$ cat src/rtl/core/dnfcm_pkg.sv
package dnfcm_pkg;

    // field widths
    localparam int CODE_W         = 4;
    localparam int COLOR_W        = 8;
    localparam int POS_W          = 18;
    localparam int FRAME_PIXELS_W = 19;
    localparam int CFG_IDX_W      = 3;
    localparam int CFG_DATA_W     = 64;
    localparam int RGB565_W       = 16;

    // palette layout
    localparam int PAL_ENTRIES  = 16;
    localparam int PAL_PER_WORD = 4;

    // frame length after reset
    localparam int FRAME_PIXELS_RST = 230400;

    // configuration register indexes
    typedef enum logic [CFG_IDX_W-1:0] {
        CFG_PAL_A        = 3'd0,
        CFG_PAL_B        = 3'd1,
        CFG_PAL_C        = 3'd2,
        CFG_PAL_D        = 3'd3,
        CFG_FRAME_PIXELS = 3'd4
    } t_cfg_idx;

    // input word
    typedef struct packed {
        logic [CODE_W-1:0] pixel_code;
        logic              delta_frame;
    } t_in_word;

    // output word
    typedef struct packed {
        logic [COLOR_W-1:0] color;
        logic [POS_W-1:0]   pixel_position;
        logic               frame_last;
    } t_out_word;

    // per-pixel control carried from the sequencer into the update stage
    typedef struct packed {
        t_in_word word;
        logic     last;
        logic     filled;
    } t_tag;

    // color lookup, one rgb332 byte per palette entry
    typedef logic [PAL_ENTRIES-1:0][COLOR_W-1:0] t_clut;

    // rgb565 -> rgb332: r[15:13] g[10:8] b[4:3]
    function automatic logic [COLOR_W-1:0] rgb565_to_332(input logic [RGB565_W-1:0] c);
        return {c[15:13], c[10:8], c[4:3]};
    endfunction

endpackage

$ cat src/rtl/core/dnfcm_cfg.sv
module dnfcm_cfg #(
    parameter int MAX_PIXELS = 262144,
    parameter int LIM_W      = 19
) (
    input  logic                              i_clk,
    input  logic                              i_rst_n,
    input  logic                              i_cfg_we,
    input  logic [dnfcm_pkg::CFG_IDX_W-1:0]   i_cfg_idx,
    input  logic [dnfcm_pkg::CFG_DATA_W-1:0]  i_cfg_data,
    output dnfcm_pkg::t_clut                  o_clut,
    output logic [LIM_W-1:0]                  o_limit
);

    import dnfcm_pkg::*;

    localparam int          LIMIT_RST_I = (FRAME_PIXELS_RST > MAX_PIXELS) ?
                                          MAX_PIXELS : FRAME_PIXELS_RST;
    localparam logic [LIM_W-1:0] LIMIT_RST = LIMIT_RST_I[LIM_W-1:0];
    localparam logic [LIM_W-1:0] LIMIT_MAX = MAX_PIXELS[LIM_W-1:0];

    t_clut            r_clut, n_clut;
    logic [LIM_W-1:0] r_limit, n_limit;
    t_cfg_idx         w_idx;
    logic [LIM_W-1:0] fp_ext;

    assign w_idx  = t_cfg_idx'(i_cfg_idx);
    assign fp_ext = LIM_W'(i_cfg_data[FRAME_PIXELS_W-1:0]);

    // palette words are kept already reduced to rgb332; frame length clamped once
    always_comb begin
        n_clut  = r_clut;
        n_limit = r_limit;
        if (i_cfg_we) begin
            unique case (w_idx) inside
                CFG_PAL_A, CFG_PAL_B, CFG_PAL_C, CFG_PAL_D: begin
                    for (int k = 0; k < PAL_PER_WORD; k++) begin
                        n_clut[{i_cfg_idx[1:0], 2'(k)}] =
                            rgb565_to_332(i_cfg_data[k*RGB565_W +: RGB565_W]);
                    end
                end
                CFG_FRAME_PIXELS: begin
                    if (fp_ext == '0) begin
                        n_limit = LIM_W'(1);
                    end else if (fp_ext > LIMIT_MAX) begin
                        n_limit = LIMIT_MAX;
                    end else begin
                        n_limit = fp_ext;
                    end
                end
                default: begin
                end
            endcase
        end
    end

    always_ff @(posedge i_clk) begin
        if (!i_rst_n) begin
            r_clut  <= '0;
            r_limit <= LIMIT_RST;
        end else begin
            r_clut  <= n_clut;
            r_limit <= n_limit;
        end
    end

    assign o_clut  = r_clut;
    assign o_limit = r_limit;

endmodule

$ cat config.mk
export PLATFORM = sky130hd
export DESIGN_NAME = dnfcm_cfg
export DESIGN_NICKNAME = d
export VERILOG_FILES = /design/src/rtl/core/dnfcm_pkg.sv /design/src/rtl/core/dnfcm_cfg.sv
export SDC_FILE = /design/constraint.sdc
export NUM_CORES = 1
export LEC_CHECK = 0
export ABC_CLOCK_PERIOD_IN_PS = 1610
export BUFFER_PORTS_ARGS = -buffer_cell sky130_fd_sc_hd__buf_2
export CAP_MARGIN = 15
export CORE_MARGIN = 2
export CORE_UTILIZATION = 30
export DETAILED_ROUTE_END_ITERATION = 12
export GPL_TIMING_DRIVEN = 0
export HOLD_SLACK_MARGIN = 0.12
export MAX_ROUTING_LAYER = met4
export PLACE_DENSITY = 0.53
export SETUP_SLACK_MARGIN = 0.5
export SLEW_MARGIN = 20
export SYNTH_ARGS = -nofsm -noshare
export SYNTH_HDL_FRONTEND = slang
export SYNTH_SLANG_ARGS = --single-unit
$ cat constraint.sdc
create_clock -name i_clk -period 1.61 [get_ports i_clk]
set_clock_uncertainty 0.1 [all_clocks]
set_input_delay 0.161 -clock i_clk [delete_from_list [all_inputs] [get_ports i_clk]]
set_output_delay 0.161 -clock i_clk [all_outputs]
set_load 0.005 [all_outputs]
* Word-level counts from Yosys, hierarchy flattened *
Index checks and enable logic that the tools add are counted.

storage, ports and cells
  register bits = 147
  output and inout bits = 147

cells by class
  order comparisons = 9
  eq/ne operators = 4
  muxes and demuxes = 14
  reductions and logical operators = 9

operators by type and width
  operator              count
  $bwmux 128            4
  $demux 8 s2           4
  $mux 19               2
  $mux 8                4
  $lt 4x5->1 const B    4
  $gt 19x19->1 const B  1
  $logic_not 19->1      1
  $ge 4x1->1 const B    4
  $eq 3x2->1 const B    2
  $logic_and 1x1->1     4
  $reduce_and 2->1      2
  $reduce_or 4->1       1
  $eq 3x1->1 const B    1
  $eq 3x3->1 const B    1
  $logic_not 3->1       1

* Longest topological paths before layout *
  word-level depth = 8
  depth in mapped cells = 6
  gate-level depth less buffers = 4

* Least setup slack after synthesis *
Ideal clock, no wire load.

  path type = input-to-reg
  start = input port i_cfg_data[15] (netlist name)
  end = register r_limit[0] (netlist: o_limit[0])
  setup time = 74 ps
  data arrival time = 1,147 ps
  data required time = 1,436 ps
  slack = 289 ps
  stages = 4
  path buffers = 0
  cell sequence = or4_1 nor4_2 nand4_1 a31oi_1

between the ends
  longest elaborated chain between the ends = 3

RTL lines
  what                    line             RTL
  start: declaration      dnfcm_cfg.sv:9   input logic [dnfcm_pkg::CFG_DATA_W-1:0] i_cfg_data,
  $gt 19x19->1            dnfcm_cfg.sv:44  end else if (fp_ext > LIMIT_MAX) begin
  $mux 19                 dnfcm_cfg.sv:44
  $mux 19 *               dnfcm_cfg.sv:42  if (fp_ext == '0) begin
  end signal: assignment  dnfcm_cfg.sv:62  r_limit <= n_limit;
  end: declaration        dnfcm_cfg.sv:22  logic [LIM_W-1:0] r_limit, n_limit;

Every way passes the cells marked *; elsewhere a longest branch is shown, timed or not.
A chain may end at the register's enable or synchronous reset.

* Worst setup path in the final report *
  start = input port i_cfg_data[2] (netlist name)
  end = register r_limit[0] (netlist: o_limit[0])

The elaborated chain is that of the path after synthesis.

==> metrics.log <==
INFO  metric run_status = finished, violations left
INFO  metric violated_checks = negative hold slack
INFO  metric final_core_util = 48.7%
INFO  metric postSynthAreaPerCell = 8.44 µm²
INFO  metric synth.ff_latch_count = 147
INFO  metric most_frequent_standard_cell_in_the_layout_excluding_fill_and_tap_cells = sky130_fd_sc_hd__nand2_1
INFO  metric timing.final.max_slew_violations = 0
INFO  metric worst_setup_hold_path_clk_slew = 0.06 ns
INFO  metric detail-route-antenna-nets = 0
INFO  metric grt.total_usage = 20.2%
INFO  metric timing.hold.ws = -0.0705 ns
INFO  metric synthDominantAreaCellType = sky130_fd_sc_hd__dfxtp_1
INFO  metric port_buffers = 194
INFO  metric final.min_clock_period = 1.16 ns
INFO  metric cp_max_fo = 2
INFO  metric mostFrequentLayoutCells = sky130_fd_sc_hd__nand2_1 (275), sky130_fd_sc_hd__dfxtp_2 (147), sky130_fd_sc_hd__buf_2 (125)
INFO  metric max-cap-violations = 0
INFO  metric cts_hold_repair.buffers = 40
INFO  metric route.detailed.wl_per_inst = 16.8 µm
INFO  metric tritoncts = built
INFO  metric drt_iter0_markers = 233
INFO  metric fin_tns_setup = 0 ns
INFO  metric setup_violations = 0
INFO  metric synth_largest_type_area_fraction = 53.1%
INFO  metric vias = 5414
INFO  metric synth.distinct_cells = 20
INFO  metric routed_wirelength = 19.6 mm
INFO  metric ctsRootBufferMaster = sky130_fd_sc_hd__clkbuf_16
INFO  metric synth.net_count = 726
INFO  metric maxClockFrequency = 861 MHz
INFO  metric fraction_of_layout_cells_with_a_size_suffix_above_1 = 46.6%
INFO  metric grt_remaining_overflow = 0
INFO  metric numCtsBuffers = 17
INFO  metric async_reset_ff_share = 0%
INFO  metric vdd_ir_max = 0.752 mV
INFO  metric synth.cell_area = 0.00554 mm²
INFO  metric cp_top_family = buffers and inverters
INFO  metric gp_congestion = 0.777
INFO  metric sequential_cell_area = 0.00313 mm²
INFO  metric hpwl = 13.3 mm
INFO  metric setup.worst_path.end_class = flop
INFO  metric placed_cell_area = 0.00694 mm²
INFO  metric insertedDiodeCount = 0
INFO  metric number_of_global_route_vias_before_repair = 5156
INFO  metric antenna_found_initial = 0
INFO  metric core_area = 0.0180 mm²
INFO  metric power.density = 980 mW/mm²
INFO  metric cts_sinks = 147
INFO  metric max-slew-margin-rel = 65.0%
INFO  metric die_w = 140 µm
INFO  metric h_tree_levels = 4
INFO  metric max-clock-path-buffers = 2
INFO  metric grt_pass1_wl = 29.4 mm
INFO  metric synth-main-ff-cell = sky130_fd_sc_hd__dfxtp_1
INFO  metric worstSkewPairLatency = 0.42 ns
INFO  metric die_area = 0.0196 mm²
INFO  metric criticalPathCategory = primary input to flop
INFO  metric fp.dieH = 140 µm
INFO  metric grt_max_degree = 17
INFO  metric arrival_time_of_the_worst_setup_path = 1.41 ns
INFO  metric timing.critical_path.slowest_cell_delay = 0.59 ns
INFO  metric synthesis.instances = 656
INFO  metric post-place-ws = -0.0204 ns
INFO  metric synth_enable_flop_cells = 0
INFO  metric min_path_type = primary input to flop
INFO  metric timing.critical_path.required = 1.86 ns
INFO  metric core.rowCount = 49
INFO  metric standard_cell_with_the_maximum_stage_delay_on_the_critical_path = sky130_fd_sc_hd__dlygate4sd3_1
INFO  metric ys_warn_count = 0
INFO  metric crit_buf_inv = 2
INFO  metric post_synthesis_sequential_area_ratio = 53.1%
INFO  metric min_period_over_period = 72.1%
INFO  metric viasPerCell = 4.63
INFO  metric drt_first_pass_iters = 4
INFO  metric area_growth = 58.6%
INFO  metric netlist_top_cells_area = sky130_fd_sc_hd__dfxtp_1 (53%), sky130_fd_sc_hd__nand2_1 (19%), sky130_fd_sc_hd__a21boi_1 (16%)
INFO  metric multi_input_gate_area_in_the_final_layout = 0.00244 mm²
INFO  metric rsz_0062_raised_after_global_routing = true
INFO  metric leak = 3.68 nW
INFO  metric fin_ws = 0.449 ns
INFO  metric post-route-cell-area = 0.00878 mm²
INFO  metric timing.critical_path.from_type = primary input
INFO  metric critical_path.cell_chain = buf_2, dlygate4sd3_1, nor4_2, nand4_1, a31oi_1
INFO  metric timing_worst_slew_pin_value = 0.525 ns
INFO  metric finalHoldViolCount = 5
INFO  metric initial_utilization = 30.7%
INFO  metric ios = 217
INFO  metric drc_errors = 0
INFO  metric design.final.nets = 997
INFO  metric filler_cell_count = 1794
[worst min-delay path: stages]
cell,delay (ns)
sky130_fd_sc_hd__buf_2,0.11
sky130_fd_sc_hd__nand3b_1,0.07
sky130_fd_sc_hd__a21boi_0,0.07
[path summary, 6_finish.rpt]
check	to	cells after the start	slack, ns	from
worst min register to register	o_clut[80]$_SDFFE_PN0P_	2	0.35	o_clut[80]$_SDFFE_PN0P_
worst max register to register	o_clut[65]$_SDFFE_PN0P_	3	0.79	o_clut[65]$_SDFFE_PN0P_
worst max-delay path	o_limit[0]$_SDFFE_PN0P_	5	0.45	i_cfg_data[2]
worst min-delay path	o_limit[6]$_SDFFE_PN0P_	3	-0.07	i_cfg_data[6]
[per-layer routing]
layer  up-vias  GRT usage [%]  wire length [µm]
met5         -              -                 0
met4         0           5.89               252
met3        17           4.82              1010
met2       134           32.0              9420
met1      2579           25.9              8930
li1       2684              -                 -
[final cells by class]
cell class                      count  area share, %
Sequential cell                   147           35.6
Timing Repair Buffer              252           22.3
Clock buffer                       17           4.84
Buffer                             49           4.06
Clock inverter                     15           2.09
Multi-Input combinational cell    460           27.8
Tap cell                          229           3.26
[Yosys cell counts (2+ instances only)]
master,number
sky130_fd_sc_hd__nand3_1,6
sky130_fd_sc_hd__or4_1,2
sky130_fd_sc_hd__a21boi_0,24
sky130_fd_sc_hd__nand2_1,276
sky130_fd_sc_hd__dfxtp_1,147
sky130_fd_sc_hd__nor4_1,2
sky130_fd_sc_hd__nand3b_1,19
sky130_fd_sc_hd__and3b_1,2
sky130_fd_sc_hd__buf_2,15
sky130_fd_sc_hd__a21boi_1,118
sky130_fd_sc_hd__nand2b_1,2
sky130_fd_sc_hd__clkbuf_1,34
sky130_fd_sc_hd__and3_1,2
[state kept, by name, indices dropped and copies added, names as in the netlist]
name and flops:
o_limit 19, o_clut 128
[power breakdown]
part	internal (mW)	switching, mW	leakage, nW
Combinational	0.355	0.355	2.13
Clock	2.45	1.67	0.290
Sequential	3.73	0.0473	1.26
Total	6.53	2.07	3.68
[metrics by stage]
stage	power, mW	std cells
finish	8.60	1169
global route	8.89	1169
CTS	8.65	1154
detailed placement	4.40	1079
global placement	4.40	1079
floorplan	4.09	656
[logic make-up (layout without fill, tap and decap cells)]
group	Yosys count	after routing	synth area share (%)
AO/OA/AOI/OAI	144	144	19.5
buffers and inverters	49	333	3.66
flip-flops	147	147	53.1
AND/OR/NAND/NOR	316	316	23.7
[what timing repair did]
item,in CTS,in global routing
setup endpoints to repair,160,284
resized for setup,187,70
hold endpoints to repair,147,8
buffers inserted,3,16
pin swaps,4,1
No activity file was read; power rests on OpenSTA's default activity.
