`src/rtl/core/dnfcm_pkg.sv`:
```
package dnfcm_pkg;

    // field widths
    localparam int CODE_W         = 4;
    localparam int COLOR_W        = 8;
    localparam int POS_W          = 18;
    localparam int FRAME_PIXELS_W = 19;
    localparam int CFG_IDX_W      = 3;
    localparam int CFG_DATA_W     = 64;
    localparam int RGB565_W       = 16;

    // palette layout
    localparam int PAL_ENTRIES  = 16;
    localparam int PAL_PER_WORD = 4;

    // frame length after reset
    localparam int FRAME_PIXELS_RST = 230400;

    // configuration register indexes
    typedef enum logic [CFG_IDX_W-1:0] {
        CFG_PAL_A        = 3'd0,
        CFG_PAL_B        = 3'd1,
        CFG_PAL_C        = 3'd2,
        CFG_PAL_D        = 3'd3,
        CFG_FRAME_PIXELS = 3'd4
    } t_cfg_idx;

    // input word
    typedef struct packed {
        logic [CODE_W-1:0] pixel_code;
        logic              delta_frame;
    } t_in_word;

    // output word
    typedef struct packed {
        logic [COLOR_W-1:0] color;
        logic [POS_W-1:0]   pixel_position;
        logic               frame_last;
    } t_out_word;

    // per-pixel control carried from the sequencer into the update stage
    typedef struct packed {
        t_in_word word;
        logic     last;
        logic     filled;
    } t_tag;

    // color lookup, one rgb332 byte per palette entry
    typedef logic [PAL_ENTRIES-1:0][COLOR_W-1:0] t_clut;

    // rgb565 -> rgb332: r[15:13] g[10:8] b[4:3]
    function automatic logic [COLOR_W-1:0] rgb565_to_332(input logic [RGB565_W-1:0] c);
        return {c[15:13], c[10:8], c[4:3]};
    endfunction

endpackage

```
`src/rtl/core/dnfcm_rmw.sv`:
```
module dnfcm_rmw #(
    parameter int MAX_PIXELS = 262144
) (
    input  logic                           i_clk,
    input  logic                           i_rst_n,
    input  logic                           i_accept,
    input  logic [$clog2(MAX_PIXELS)-1:0]  i_addr,
    input  dnfcm_pkg::t_tag                i_tag,
    input  logic [dnfcm_pkg::CODE_W-1:0]   i_rd_data,
    input  dnfcm_pkg::t_clut               i_clut,
    input  logic                           i_out_stall,
    output logic                           o_stall,
    output logic                           o_wr_en,
    output logic [$clog2(MAX_PIXELS)-1:0]  o_wr_addr,
    output logic [dnfcm_pkg::CODE_W-1:0]   o_wr_data,
    output logic                           o_out_valid,
    output dnfcm_pkg::t_out_word           o_out_word
);

    import dnfcm_pkg::*;

    localparam int AW = $clog2(MAX_PIXELS);

    logic              r_s1_vld;
    t_tag              r_s1_tag;
    logic [AW-1:0]     r_s1_addr;
    logic              r_fw_vld;
    logic [AW-1:0]     r_fw_addr;
    logic [CODE_W-1:0] r_fw_val;
    logic              r_out_vld;
    t_out_word         r_out_word;

    logic              adv;
    logic [CODE_W-1:0] prev;
    logic [CODE_W-1:0] value;
    logic              wr_en;

    // the update stage moves whenever the output register is free or being taken
    assign adv     = !r_out_vld || !i_out_stall;
    assign o_stall = r_s1_vld && !adv;

    // previous frame value: a write landing in the read cycle wins, an entry
    // outside the written prefix reads as zero
    always_comb begin
        if (r_fw_vld && (r_fw_addr == r_s1_addr)) begin
            prev = r_fw_val;
        end else if (r_s1_tag.filled) begin
            prev = i_rd_data;
        end else begin
            prev = '0;
        end
        value = r_s1_tag.word.delta_frame ? (r_s1_tag.word.pixel_code ^ prev)
                                          : r_s1_tag.word.pixel_code;
    end

    assign wr_en     = r_s1_vld && adv;
    assign o_wr_en   = wr_en;
    assign o_wr_addr = r_s1_addr;
    assign o_wr_data = value;

    // update stage control
    always_ff @(posedge i_clk) begin
        if (!i_rst_n) begin
            r_s1_vld <= 1'b0;
            r_fw_vld <= 1'b0;
        end else begin
            if (i_accept) begin
                r_s1_vld <= 1'b1;
                r_fw_vld <= wr_en;
            end else if (adv) begin
                r_s1_vld <= 1'b0;
            end
        end
    end

    // update stage payload and forwarding of the write that meets the read
    always_ff @(posedge i_clk) begin
        if (i_accept) begin
            r_s1_tag  <= i_tag;
            r_s1_addr <= i_addr;
            r_fw_addr <= r_s1_addr;
            r_fw_val  <= value;
        end
    end

    // output register
    always_ff @(posedge i_clk) begin
        if (!i_rst_n) begin
            r_out_vld <= 1'b0;
        end else begin
            if (wr_en) begin
                r_out_vld <= 1'b1;
            end else if (!i_out_stall) begin
                r_out_vld <= 1'b0;
            end
        end
    end

    always_ff @(posedge i_clk) begin
        if (wr_en) begin
            r_out_word.color          <= i_clut[value];
            r_out_word.pixel_position <= POS_W'(r_s1_addr);
            r_out_word.frame_last     <= r_s1_tag.last;
        end
    end

    assign o_out_valid = r_out_vld;
    assign o_out_word  = r_out_word;

    // a new word enters only when the stage is empty or moving on
    a_no_overrun: assert property (@(posedge i_clk) disable iff (!i_rst_n)
        i_accept |-> (!r_s1_vld || adv))
        else $error("update stage overrun");

    // every write-back produces an output word
    a_write_emits: assert property (@(posedge i_clk) disable iff (!i_rst_n)
        wr_en |=> r_out_vld)
        else $error("write-back without output word");

    // a write that meets a read is held for forwarding
    a_fw_capture: assert property (@(posedge i_clk) disable iff (!i_rst_n)
        i_accept && wr_en |=> r_fw_vld && (r_fw_addr == $past(r_s1_addr)))
        else $error("forwarding register missed a colliding write");

endmodule

```
`config.mk`:
```
export PLATFORM = sky130hd
export DESIGN_NAME = dnfcm_rmw
export DESIGN_NICKNAME = d
export VERILOG_FILES = /design/src/rtl/core/dnfcm_pkg.sv /design/src/rtl/core/dnfcm_rmw.sv
export SDC_FILE = /design/constraint.sdc
export NUM_CORES = 1
export LEC_CHECK = 0
export BUFFER_PORTS_ARGS = -buffer_cell sky130_fd_sc_hd__buf_4
export CAP_MARGIN = 25
export CORE_ASPECT_RATIO = 0.75
export CORE_MARGIN = 1.5
export CORE_UTILIZATION = 45
export CTS_CLUSTER_DIAMETER = 50
export DETAILED_ROUTE_END_ITERATION = 7
export PLACE_DENSITY = 0.81
export SETUP_SLACK_MARGIN = 0.02
export SYNTH_ARGS = -nofsm -noshare
export SYNTH_HDL_FRONTEND = slang
export SYNTH_SLANG_ARGS = --single-unit
export TNS_END_PERCENT = 50
```
`constraint.sdc`:
```
create_clock -name i_clk -period 4.1 [get_ports i_clk]
set_input_delay 0.82 -clock i_clk [delete_from_list [all_inputs] [get_ports i_clk]]
set_output_delay 0.82 -clock i_clk [all_outputs]
set_load 0.1 [all_outputs]
```
[Word level (Yosys, flattened, before mapping)]
Index checks and enable logic that the tools add are counted.
Word-level totals
  bits of input ports: 161
  flip-flop bits (word level): 77
  logic and storage cells: 34
Operators by class
  magnitude comparators: 1
  reduce and logical (&&, ||, !) cells: 8
  equal/unequal tests: 2
  multiplexer cells: 9
  bitwise operators: 1
Operators with widths (number)
  $bmux W8 S4: 1
  $eq A18 B18 Y1: 1
  $mux W4: 3
  $mux W8: 1
  $lt A4 B5 Y1 const B: 1
  $mux W1: 4
  $xor A4 B4 Y4: 1
  $logic_and A1 B1 Y1: 3
  $logic_not A1 Y1: 3
  $ne A2 B1 Y1 const B: 1
  $reduce_bool A2 Y1: 1
  $logic_or A1 B1 Y1: 1

[Depth between registers and ports, before layout]
  depth in word-level cells: 7
  depth in mapped cells: 10

[Least setup slack after synthesis]
Ideal clock, no wire load.
  kind: input to output
  from: in i_out_stall
  to: out o_wr_en
  arrival time: 4990 ps
  path slack: -1710 ps
  stages on the path: 1
  path through: a21boi_0
On the way
  word-level cells in the longest chain between the ends: 3
Ends and longest elaborated chain
  from (decl): line dnfcm_rmw.sv:11  | input logic i_out_stall,
  $logic_not A1 Y1
  $logic_or A1 B1 Y1: line dnfcm_rmw.sv:39  | assign adv = !r_out_vld || !i_out_stall;
  $logic_and A1 B1 Y1: line dnfcm_rmw.sv:56  | assign wr_en = r_s1_vld && adv;
  to (decl): line dnfcm_rmw.sv:13  | output logic o_wr_en,
No other way between the ends.

[Final worst setup path]
  from: reg r_s1_addr[4], in the netlist o_wr_addr[4]
  to: out o_wr_data[1] (netlist name)
On the way
  word-level cells in the longest chain between the ends: 5
Ends and longest elaborated chain
  from (decl): line dnfcm_rmw.sv:26  | logic [AW-1:0] r_s1_addr;
  from (signal assigned): line dnfcm_rmw.sv:80  | r_s1_addr <= i_addr;
  $eq A18 B18 Y1: line dnfcm_rmw.sv:45  | if (r_fw_vld && (r_fw_addr == r_s1_addr)) begin
  $logic_and A1 B1 Y1: line dnfcm_rmw.sv:45
  $mux W4: line dnfcm_rmw.sv:45
  $xor A4 B4 Y4: line dnfcm_rmw.sv:52  | value = r_s1_tag.word.delta_frame ? (r_s1_tag.word.pixel_code ^ prev)
  $mux W4: line dnfcm_rmw.sv:52
  to (decl): line dnfcm_rmw.sv:15  | output logic [dnfcm_pkg::CODE_W-1:0] o_wr_data,
No other way between the ends.

==> impl_results.md <==
- Share of cells above drive strength 1: around 58%
- # hold bufs at CTS: 0
- DR vias/cell: ~5.4
- PwrDens: 449 nW/um^2
- Via count: around 2900
- Cell taking the most area after synthesis: edfxtp_1
- CTS tree: yes
- I/O Buffers: about 210
- Worst min-delay path category: flop to flop
- CP most frequent cell: buf_4
- Ant diodes: 0
- Top post-synthesis cells by count: edfxtp_1 (74), mux4_1 (30), xnor2_1 (20), a22oi_1 (15), nand2_1 (12)
- Largest family of logic cells by synthesized area: multiplexers
- Yosys warnings: 0
- FP Rows: 29
- Worst-path maximum fanout: 33
- Critical Path Start: o_wr_addr[4]
- Number of synthesized register bits: a little under 80
- RePlAce Congestion: ~0.85
- XOR/XNOR Fraction of Synth Area: between 4 and 5%
- Critical Path Source Type: flop
- Post-synthesis compound-gate area fraction: 5.53%
- Wire length per cell: around 20 um
- DP Area: 5540 um^2
- Clk sink count: 77
- H-tree depth: 3
- Initial antenna violation count: 0
- Top-area cell type share of the netlist area: 57.1%
- Crit path cell chain: xnor2_1 > nand4_1 > nor2_1 > a21oi_1 > o21ai_1 > xor2_2 > buf_4 > inv_1 > buf_4
- Synth Instances: 205
- Total CTS buffers: 9
- # resized after CTS: 0
- Slowest-stage cell, CP: edfxtp_1
- CTS Buffer Depth: 2
- I/O Pins: 213
- Crit path capture type: primary output
- Die area: 9230 um^2
- Pin count of the biggest net entering global routing: 50
- Mux contribution to synthesized area: between 20% and 30%
- Final hold vios: 0
- Fmax: between 0.2 and 0.3 GHz
- EDFF count, synth: 74
- RSZ-0062 raised after global routing: no
- Max transition margin: 48.7%
- Worst Path Arrival: 2.82 ns
- Final Skew: 0.00464 ns
- Clk slew on worst S/H paths: roughly 0.060 ns
- Post-CTS setup buffer count: 0
- Final Net Count: 583
- Area contributors post-synth: edfxtp_1 (57%), mux4_1 (20%), xnor2_1 (4.5%)
- Syn nets: 366
- Antenna viol nets, final: 0
- Fin area: between 5000 and 6000 um^2
- Max Slew Vio Count: 0
- Reg-to-reg startpoint: o_wr_addr[11]
- Synth-to-Final Area Change: 51.7%
- Syn avg cell area: 19.0 um^2
- Iteration-0 DRC Markers: about 170
- GRT Util Overall: 23.1%
- Worst skew pair latency: between 0.3 and 0.4 ns
- Synthesized area: just under 4000 um^2
- HP Start: r_s1_tag[1]
- Post-synthesis sequential area ratio: 58.6%
- Die width: 110 um
- Status: complete, no violations
- Critical path's largest stage delay: 0.46 ns
- Netlist cell types: 34
- Peak VDD IR: 0.000252 V
- Post-DP HPWL: 8170 um
- Number of global-route vias before repair: 3048
- Clk root buf: clkbuf_16
- Post-layout util: 70.2%
- Initial Utilization: 46.3%
- Die Y: 83.6 um
- Setup Viol. Count Final: 0
- First-pass GRT wire length: between 15000 and 20000 um
- Slew @ Worst Pin: 0.768 ns
- Ys async rst share: 0%
- Critical path class: flop to primary output
- # DRC: 0
- Fin Hold WS: 0.418 ns
- Most used DFF post-synth: edfxtp_1
- Count leader, synth: edfxtp_1
- Grt ovf: 0
- Crit path time final: 3.64 ns
- Final period util: 88.9%
- Core Region: roughly 8400 um^2
- Number of max-cap violations: 0
- Critical path data required time: 3.28 ns
- Synth Area in Simple Gates: 5.30%
- Total power draw: 2.65 mW
- DRT Wirelength: 10600 um
- Post-Synth Adder-Cell Area: 0%
- Pre-antenna DRT Iters: 4
- Static Leak: 2.52 nW
-- layer usage --
layer  vias to the layer above  global-route usage, %  routed length [um]
li1                       1317                      -                   -
met1                      1431                   30.4                4450
met2                       103                   38.6                5480
met3                        16                   5.52                 537
met4                         0                   7.11                 172
met5                         -                      0                   0
-- layout make-up --
type	instances	area, um^2
inverter	3	11.3
clock inverter	7	145
clock buffer	9	225
tap	108	135
fill	569	2510
multi-input combinational	116	1480
timing repair buffer	215	1630
sequential	77	2280
-- path summary, 6_finish.rpt --
path,end,cells after the start,slack [ns]
max,o_wr_data[1],9,0.46
min,o_out_word[0],0,0.42
max reg2reg,o_out_word[22],10,0.68
min reg2reg,o_out_word[0],0,0.42
-- flip-flops by register name (all words and copies together) (netlist names) --
register and count:
r_fw_val 4, o_wr_addr 18, r_fw_vld 1, r_fw_addr 18, o_out_valid 1, r_s1_tag 7, r_s1_vld 1, o_out_word 27
-- cells in the final DEF (no fill, tap or decap), types with 2 or more instances in the layout --
cell type / n
a21oi_1: 4
a22oi_1: 15
and3_2: 3
buf_4: 214
bufinv_16: 4
clkbuf_16: 9
dfxtp_1: 3
edfxtp_1: 74
inv_1: 3
mux4_1: 30
mux4_2: 2
nand2_1: 12
nand3_2: 2
nand4_1: 4
nor2_1: 2
nor2b_1: 4
o21ai_1: 3
xnor2_1: 18
xnor2_2: 2
-- per-stage QoR --
stage / setup slack (ns) / setup TNS (ns) / std cells
4_1_cts: 0.464 / 0 / 535
3_5_place_dp: 0.786 / 0 / 519
2_1_floorplan: -0.269 / -0.269 / 205
5_1_grt: 0.258 / 0 / 535
3_3_place_gp: 0.880 / 0 / 519
6_report: 0.456 / 0 / 535
-- worst max-delay path: cells and delay by family, from the launching register on --
family / cells / cell delay [ns]
flops: 1 / 0.46
buf+inv: 3 / 0.71
simple gates: 2 / 0.59
compound gates: 2 / 0.37
xor+xnor: 2 / 0.36
-- report_power, final --
| part | internal, mW | switching [mW] |
|---|---|---|
| registers | 0.937 | 0.0366 |
| logic | 0.274 | 0.441 |
| clock network | 0.661 | 0.305 |
-- cells by family (layout without fill, tap and decap cells) --
group	Yosys count	in the layout
flip-flops	77	77
AND/OR/NAND/NOR	34	34
multiplexers	33	33
AO/OA/AOI/OAI	28	28
XOR/XNOR	21	21
buffers and inverters	12	234
Note: power is estimated with default switching activity, not from simulation.
