File: config.mk
export PLATFORM = sky130hd
export DESIGN_NAME = dnfcm_seq
export DESIGN_NICKNAME = d
export VERILOG_FILES = /design/src/rtl/core/dnfcm_pkg.sv /design/src/rtl/core/dnfcm_seq.sv
export SDC_FILE = /design/constraint.sdc
export NUM_CORES = 1
export LEC_CHECK = 0
export ABC_CLOCK_PERIOD_IN_PS = 4680
export BUFFER_PORTS_ARGS = -buffer_cell sky130_fd_sc_hd__clkbuf_2
export CAP_MARGIN = 10
export CORE_AREA = 4 4 80 82
export DETAILED_ROUTE_END_ITERATION = 10
export DIE_AREA = 0 0 84 86
export GPL_ROUTABILITY_DRIVEN = 0
export PLACE_DENSITY = 0.79
export REMOVE_ABC_BUFFERS = 1
export SYNTH_ARGS = -nofsm -noshare
export SYNTH_HDL_FRONTEND = slang
export SYNTH_SLANG_ARGS = --single-unit
File: constraint.sdc
create_clock -name i_clk -period 4.68 [get_ports i_clk]
set_clock_uncertainty 0.2 [all_clocks]
set_input_delay 0.936 -clock i_clk [delete_from_list [all_inputs] [get_ports i_clk]]
set_output_delay 0.936 -clock i_clk [all_outputs]
set_load 0.1 [all_outputs]
File: src/rtl/core/dnfcm_pkg.sv
package dnfcm_pkg;

    // field widths
    localparam int CODE_W         = 4;
    localparam int COLOR_W        = 8;
    localparam int POS_W          = 18;
    localparam int FRAME_PIXELS_W = 19;
    localparam int CFG_IDX_W      = 3;
    localparam int CFG_DATA_W     = 64;
    localparam int RGB565_W       = 16;

    // palette layout
    localparam int PAL_ENTRIES  = 16;
    localparam int PAL_PER_WORD = 4;

    // frame length after reset
    localparam int FRAME_PIXELS_RST = 230400;

    // configuration register indexes
    typedef enum logic [CFG_IDX_W-1:0] {
        CFG_PAL_A        = 3'd0,
        CFG_PAL_B        = 3'd1,
        CFG_PAL_C        = 3'd2,
        CFG_PAL_D        = 3'd3,
        CFG_FRAME_PIXELS = 3'd4
    } t_cfg_idx;

    // input word
    typedef struct packed {
        logic [CODE_W-1:0] pixel_code;
        logic              delta_frame;
    } t_in_word;

    // output word
    typedef struct packed {
        logic [COLOR_W-1:0] color;
        logic [POS_W-1:0]   pixel_position;
        logic               frame_last;
    } t_out_word;

    // per-pixel control carried from the sequencer into the update stage
    typedef struct packed {
        t_in_word word;
        logic     last;
        logic     filled;
    } t_tag;

    // color lookup, one rgb332 byte per palette entry
    typedef logic [PAL_ENTRIES-1:0][COLOR_W-1:0] t_clut;

    // rgb565 -> rgb332: r[15:13] g[10:8] b[4:3]
    function automatic logic [COLOR_W-1:0] rgb565_to_332(input logic [RGB565_W-1:0] c);
        return {c[15:13], c[10:8], c[4:3]};
    endfunction

endpackage

File: src/rtl/core/dnfcm_seq.sv
module dnfcm_seq #(
    parameter int MAX_PIXELS = 262144,
    parameter int LIM_W      = 19
) (
    input  logic                           i_clk,
    input  logic                           i_rst_n,
    input  logic                           i_accept,
    input  dnfcm_pkg::t_in_word            i_word,
    input  logic [LIM_W-1:0]               i_limit,
    input  logic                           i_wr_en,
    input  logic [$clog2(MAX_PIXELS)-1:0]  i_wr_addr,
    output logic [$clog2(MAX_PIXELS)-1:0]  o_addr,
    output dnfcm_pkg::t_tag                o_tag
);

    import dnfcm_pkg::*;

    localparam int AW = $clog2(MAX_PIXELS);
    localparam int FW = $clog2(MAX_PIXELS + 1);

    logic [AW-1:0]    r_cnt, n_cnt;
    logic [FW-1:0]    r_fill, n_fill;
    logic [LIM_W-1:0] cnt_inc;
    logic             last;

    // end of frame when the next position reaches the limit
    assign cnt_inc = LIM_W'(r_cnt) + LIM_W'(1);
    assign last    = (cnt_inc >= i_limit);

    // pixel counter
    always_comb begin
        n_cnt = r_cnt;
        if (i_accept) begin
            n_cnt = last ? '0 : r_cnt + AW'(1);
        end
    end

    // written entries always form a prefix of the store, so a fill count
    // stands in for clearing it
    always_comb begin
        n_fill = r_fill;
        if (i_wr_en && (FW'(i_wr_addr) == r_fill)) begin
            n_fill = r_fill + FW'(1);
        end
    end

    always_ff @(posedge i_clk) begin
        if (!i_rst_n) begin
            r_cnt  <= '0;
            r_fill <= '0;
        end else begin
            r_cnt  <= n_cnt;
            r_fill <= n_fill;
        end
    end

    assign o_addr        = r_cnt;
    assign o_tag.word    = i_word;
    assign o_tag.last    = last;
    assign o_tag.filled  = (FW'(r_cnt) < r_fill);

    // the counter never runs more than one entry past the written prefix
    a_cnt_in_prefix: assert property (@(posedge i_clk) disable iff (!i_rst_n)
        (FW + 1)'(r_cnt) <= (FW + 1)'(r_fill) + (FW + 1)'(1))
        else $error("pixel counter ahead of written prefix");

    // the fill count is bounded by the store depth
    a_fill_bound: assert property (@(posedge i_clk) disable iff (!i_rst_n)
        r_fill <= FW'(MAX_PIXELS))
        else $error("fill count beyond store depth");

    // a word marked last wraps the counter
    a_wrap: assert property (@(posedge i_clk) disable iff (!i_rst_n)
        i_accept && last |=> r_cnt == '0)
        else $error("counter did not wrap after last pixel");

endmodule

# Yosys cells after proc, flatten, opt, wreduce, memory -nomap -nowiden
# Index checks and enable logic that the tools add are counted.
totals:
  ff_bits: 37
  inputBits: 46
  out_inout_bits: 25
  word_cells: 10
op_classes:
  n_addsub: 3
  n_lt_le_gt_ge: 2
  n_eq_ne: 1
  n_mux: 1
  reduce_logical: 1
op_table:
  columns: ["op", "count"]
  rows:
  - ["adder 18 x 1 -> 19 bit, second input constant", 1]
  - ["adder 19 x 1 -> 19 bit, second input constant", 1]
  - ["== test 18 x 19 -> 1 bit", 1]
  - [">= comparator 19 bit", 1]
  - ["< comparator 18 x 19 -> 1 bit", 1]
  - ["adder 18 x 1 -> 18 bit, second input constant", 1]
  - ["two-way mux 18 bit", 1]
  - ["logical AND 1 bit", 1]

# Logic depth before layout (Yosys ltp)
# Gate-level depths: netlist of the first run.
logic_depth:
  word_depth: 3
  depth_mapped: 14

# Worst setup path before layout of the first run
# OpenSTA, ideal clock, no wires.
synth_timing:
  path_type: "register -> output"
  startpoint: "reg r_cnt[0] (netlist: o_addr[0])"
  endpoint: "out o_tag[1] (netlist bit)"
  arrival_ns: 3.948
  slack_ns: -0.404
  stages_incl_launch_ff: 14
  path_cell_list: "dfxtp_1 -> ha_1 -> clkbuf_1 -> nand3_1 -> nor3_1 -> xor2_1 -> ha_1 -> a21oi_1 -> o21ai_0 -> a211o_1 -> o221ai_1 -> clkbuf_1 -> nand2_1 -> buf_4"
synth_via:
  elab_chain_cells: 2
synth_rtl:
  columns: ["item", "line_no", "text"]
  rows:
  - ["from (decl)", "dnfcm_seq.sv:21", "logic [AW-1:0] r_cnt, n_cnt;"]
  - ["from (signal assigned)", "dnfcm_seq.sv:52", "r_cnt <= n_cnt;"]
  - ["adder 18 x 1 -> 19 bit", "dnfcm_seq.sv:27", "assign cnt_inc = LIM_W'(r_cnt) + LIM_W'(1);"]
  - [">= comparator 19 bit", "dnfcm_seq.sv:28", "assign last = (cnt_inc >= i_limit);"]
  - ["to (decl)", "dnfcm_seq.sv:13", "output dnfcm_pkg::t_tag o_tag"]
# Every way passes these cells.

==> run metrics, run 1 <==
internal power 0.5062 mW; register bit total from synthesis 37; placed cells 494; Worst Setup End Kind output port; largest net degree at the start of global routing 22; CP Data Required Time 3540 ps; first-pass GRT wire length 12890 microns; DRC errors left 0; clock buffer depth 2; status completed; Vias/cell 5.844; Hold EP r_fill[13]; number of port buffers 60; Max Cap Viol 0; Slew Limit Fails 0; gr usage total 0.2149; chip width 84 microns; Routed WL per cell 15.35 microns; core area 5746 sq um; final hold slack 306.5 ps; effective utilization at floorplan 0.5255; Hold Path Cell Cnt 2; clock group share of total power 0.400; Crit Reg-Reg Startpoint o_addr[0]; gr ovfl total 0; Final Core Density 0.6015; Area growth syn-to-layout 14.46%; maximum vdd ir drop 0.0001194 V; kind of critical path register to output port; synthesized cell area 3019 sq um; RSZ-0062 raised after global routing false; initial antenna violation count 0; share of cells above drive strength 1 0.1784; I/O Pins 71; H-tree levels 2; Synth cell types 45; slew at the pin with the worst max-slew slack 1086 ps; Post-synth ARST share 0; fin cells 501; antenna-violating nets left 0; Switch Pwr 0.1797 mW; Root Buffer clkbuf_8; layout net count 510; final hold vios 0; RR Endpoint o_addr[8]; drt pass-1 iters 5; register area share after synthesis 0.2453; routed wire length 7689 microns; Finish-stage setup viols 0; crit path DAT 3250 ps; crit start category register; EDFF count, synth 0; Gate power share 0.135; worst r2r path cells 12; crit share post-route 0.9375; switching share of power 0.2620; clock tree from TritonCTS yes; clock slew at reported path FFs 80 ps; Achievable Freq 227.9 MHz; Primary FF master, synth dfxtp_1; power share of the sequential group 0.465; HP Class register to register; Row Count 28; vias in the first global route 2835; Crit Path Max Fanout 8; Syn Area/Cell 8.008 sq um; vias 2928; R2R setup slack 800 ps; Hold Startpoint r_fill[13]; clk_lat worst skew 290 ps; power per cell area 198.5 nW/um^2; max_slew headroom 0.2732; First DRT Iteration DRCs 239; P_leak 1.505 nW; detailed-placement wirelength estimate 5845 microns; Antenna diodes 0; Die Area 7224 sq um; yosys synthesis warning count 0; Mapped Cells 377; CTS sink count 37; Final min period 4388 ps; Tot Pwr 0.6859 mW; CTS buffer count 5; DIE HEIGHT 86 microns
layer usage:
layer,part of all wire,up-vias,wire length [microns],global-route usage
met2,0.49,99,3784,0.3847
li1,-,1444,-,-
met4,0.021,0,165,0.06287
met5,0,-,0,0
met1,0.43,1368,3341,0.2650
met3,0.052,17,396,0.03650
layout by cell type (no fill, tap or decap), drive strengths merged, types with 2 or more instances in the layout:
master   n
xnor2   24
clkinv   3
dfxtp   37
nand2b   6
a32o     7
buf      3
clkbuf  64
and2     2
o21ai    9
nand3   19
or4      7
a21oi   25
mux2i   10
xor2    10
a21o     5
and3     2
ha      38
o211ai   2
o21a     2
and4     3
nor4     6
inv     39
nand4   21
nor3     9
o22ai    2
or3      3
o31ai    7
nor2b    3
a31oi    6
nor2    12
nand2   32
critical path, stage by stage, from the launching register on:
cell and delay (ps):
dfxtp_1 450, ha_1 360, nand2_1 190, nor3_1 290, xor2_1 250, ha_1 290, a21oi_1 130, o21ai_0 130
a211o_1 300, o221ai_1 230, nand2_1 140, buf_12 190
stage by stage:
stage,area [sq um],setup slack [ps],TNS (ps)
after floorplan,2913,-791.8,-791.8
after global placement,3337,554.2,0
after detailed placement,3337,384.6,0
after CTS,3441,39.23,0
after global routing,3456,57.71,0
final,3456,292.4,0
cell usage after synthesis, types with 9 or more instances:
master	count	area share
a21oi_1	25	0.041
clkbuf_1	12	0.015
dfxtp_1	37	0.25
ha_1	38	0.16
inv_1	38	0.047
mux2i_1	10	0.033
nand2_1	32	0.040
nand3_1	19	0.031
nand4_1	20	0.041
nor2_1	12	0.015
o21ai_0	9	0.015
xnor2_1	24	0.070
xor2_1	10	0.029
worst max path at each step:
stage / end / cells past startpoint / startpoint / slack (ps)
global placement: o_tag[1] / 11 / o_addr[2] / 550
CTS: o_tag[1] / 11 / o_addr[2] / 40
detailed placement: o_tag[1] / 11 / o_addr[2] / 380
global route: o_tag[1] / 11 / o_addr[0] / 60
finish: o_tag[1] / 11 / o_addr[0] / 290
floorplan: o_tag[1] / 10 / o_addr[0] / -790
cells by family after synthesis:
kind of cell	after synthesis	share of synthesized area
buffers and inverters	61	0.08620
xor gates and xnor gates	34	0.09863
DFF	37	0.2453
muxes	10	0.03316
and+or+nand+nor	128	0.2313
AOI/OAI and AO/OA	69	0.1479
adders and majority gates	38	0.1575
flip-flops by register name (all words and copies together) (netlist names):
signal and flops:
r_fill 19, o_addr 18
area by class of cell:
cell class / count / area (sq um)
well taps: 75 / 93.84
clock buffers: 5 / 68.82
inverters: 41 / 153.9
clock inverters: 2 / 35.03
flip-flops and latches: 37 / 740.7
repair buffers: 62 / 330.3
fillers: 535 / 2290
multi-input cells: 279 / 2033
power groups by stage:
stage,registers [mW],clock network (mW),logic (mW)
floorplan,0.338,0,0.0435
global placement,0.326,0,0.0886
detailed placement,0.327,0,0.0912
CTS,0.319,0.276,0.0920
global route,0.320,0.290,0.101
finish,0.319,0.274,0.0924
timing repair:
| item | CTS | global route |
|---|---|---|
| hold endpoints to repair | 0 | 0 |
| setup buffers | 0 | 0 |
| endpoints found under the setup margin | 0 | 1 |
| resized for setup | 0 | 3 |
| hold buffers | 0 | 0 |
Note: power is estimated with default switching activity, not from simulation.
==> inputs of run 2 (changes only) <==
- ABC_CLOCK_PERIOD_IN_PS: 4680 -> 3960
- CORE_AREA: 4 4 80 82 -> 4 4 84 86
- DIE_AREA: 0 0 84 86 -> 0 0 88 90
- PLACE_DENSITY: 0.79 -> 0.75
- SLEW_MARGIN: default -> 20
- clock period: 4.68 -> 3.96 ns (I/O delays scaled with it)
==> run metrics, run 2 (synthesis gave the netlist of run 1 again) <==
Die Area 7920 sq um; number of port buffers 60; routed wire length 7714 microns; Area growth syn-to-layout 19.73%; cell at the slowest stage of the critical path dfxtp_4; fin cells 518; kind of critical path register to output port; Finish-stage setup viols 0; initial antenna violation count 0; crit path DAT 2800 ps; detailed-placement wirelength estimate 5909 microns; R2R setup slack 460 ps; layout net count 524; crit-path cells nand4_1 -> nor4_4 -> buf_4 -> xor2_2 -> ha_1 -> nand2_1 -> o21ai_1 -> a211o_1 -> o221ai_2 -> nand2_2 -> buf_12; Row Count 29; crit share post-route 0.9575; core area 6277 sq um; Achievable Freq 263.7 MHz; Root Buffer clkbuf_8; Routed WL per cell 14.89 microns; Crit Path Max Fanout 6; placed cells 503; final hold slack 303.3 ps; CTS buffer count 5; I/O Pins 71; Slew Limit Fails 0; first-pass GRT wire length 13010 microns; most common cell after layout, fill and taps aside clkbuf_2; Antenna diodes 0; CTS sink count 37; antenna-violating nets left 0; share of cells above drive strength 1 0.2449; effective utilization at floorplan 0.4810; slew at the pin with the worst max-slew slack 614.4 ps; clock tree from TritonCTS yes; max_slew headroom 0.5894; Vias/cell 5.712; drt pass-1 iters 4; clk_lat worst skew 290 ps; Reg with most FFs r_fill; chip width 88 microns; DIE HEIGHT 90 microns; vias 2959; status completed; CP Data Required Time 2970 ps; clock buffer depth 2; final hold vios 0; Worst Setup End Kind output port; maximum vdd ir drop 0.0002094 V; crit start category register; max incr delay on CP 380 ps; Max Cap Viol 0; largest net degree at the start of global routing 22; commonest cells after routing, fill and taps aside clkbuf_2 (59), inv_1 (38), ha_1 (37); First DRT Iteration DRCs 183; clock slew at reported path FFs 70 ps; H-tree levels 2; power per cell area 205.1 nW/um^2; P_leak 1.578 nW; vias in the first global route 2905; DRC errors left 0; gr ovfl total 0; Final min period 3792 ps; number of flip-flops in the largest register 19; gr usage total 0.2007; HP Class register to register
-- run 2: path summary, 6_finish.rpt --
path              start          to  depth (start not counted)
max           o_addr[5]    o_tag[1]                         11
min          r_fill[13]  r_fill[13]                          2
max reg2reg   o_addr[5]   o_addr[5]                         14
min reg2reg  r_fill[13]  r_fill[13]                          2
-- run 2: report_power, final --
group	switching (mW)	internal (mW)	leakage [nW]
clock network	0.129	0.125	0.0395
registers	0.00244	0.372	0.304
logic	0.0687	0.0439	1.24
total	0.200	0.541	1.58
-- run 2: per-layer routing --
metal / global-route usage / wire length [microns]
met5: 0 / 0
met4: 0.04987 / 133
met3: 0.04205 / 591
met2: 0.3430 / 3831
met1: 0.2534 / 3157
-- run 2: stage by stage --
stage | worst slack (ps) | area (sq um) | power, mW | util | setup TNS [ps]
finish | 168.2 | 3615 | 0.7412 | 0.5758 | 0
global route | -18.11 | 3615 | 0.7759 | 0.5758 | -18.11
CTS | 5.674 | 3488 | 0.7459 | 0.5557 | 0
detailed placement | 246.7 | 3392 | 0.4946 | 0.5404 | 0
global placement | 347.8 | 3392 | 0.4934 | 0.5404 | 0
floorplan | -1368 | 2913 | 0.4504 | - | -5995
-- run 2: what timing repair did --
| action | in CTS | in global routing |
|---|---|---|
| hold buffers | 0 | 0 |
| resized for setup | 3 | 26 |
| setup endpoints to repair | 1 | 1 |
| buffers inserted | 1 | 6 |
| pin swaps | 1 | 7 |
-- run 2: final cells by class --
cell class / instances / area (sq um)
Inverter: 41 / 153.9
Multi-Input combinational cell: 279 / 2090
Timing Repair Buffer: 76 / 435.4
Sequential cell: 37 / 759.5
Clock buffer: 8 / 80.08
Tap cell: 77 / 96.34
Fill cell: 589 / 2663
-- run 2: worst max-delay path: cells and delay by family, from the launching register on --
kind	cells	cell delay, ps
AO/OA/AOI/OAI	3	620
XOR/XNOR	1	170
adder cells (fa/ha/maj)	1	270
buffers and inverters	2	350
flip-flops	1	380
AND/OR/NAND/NOR	4	720
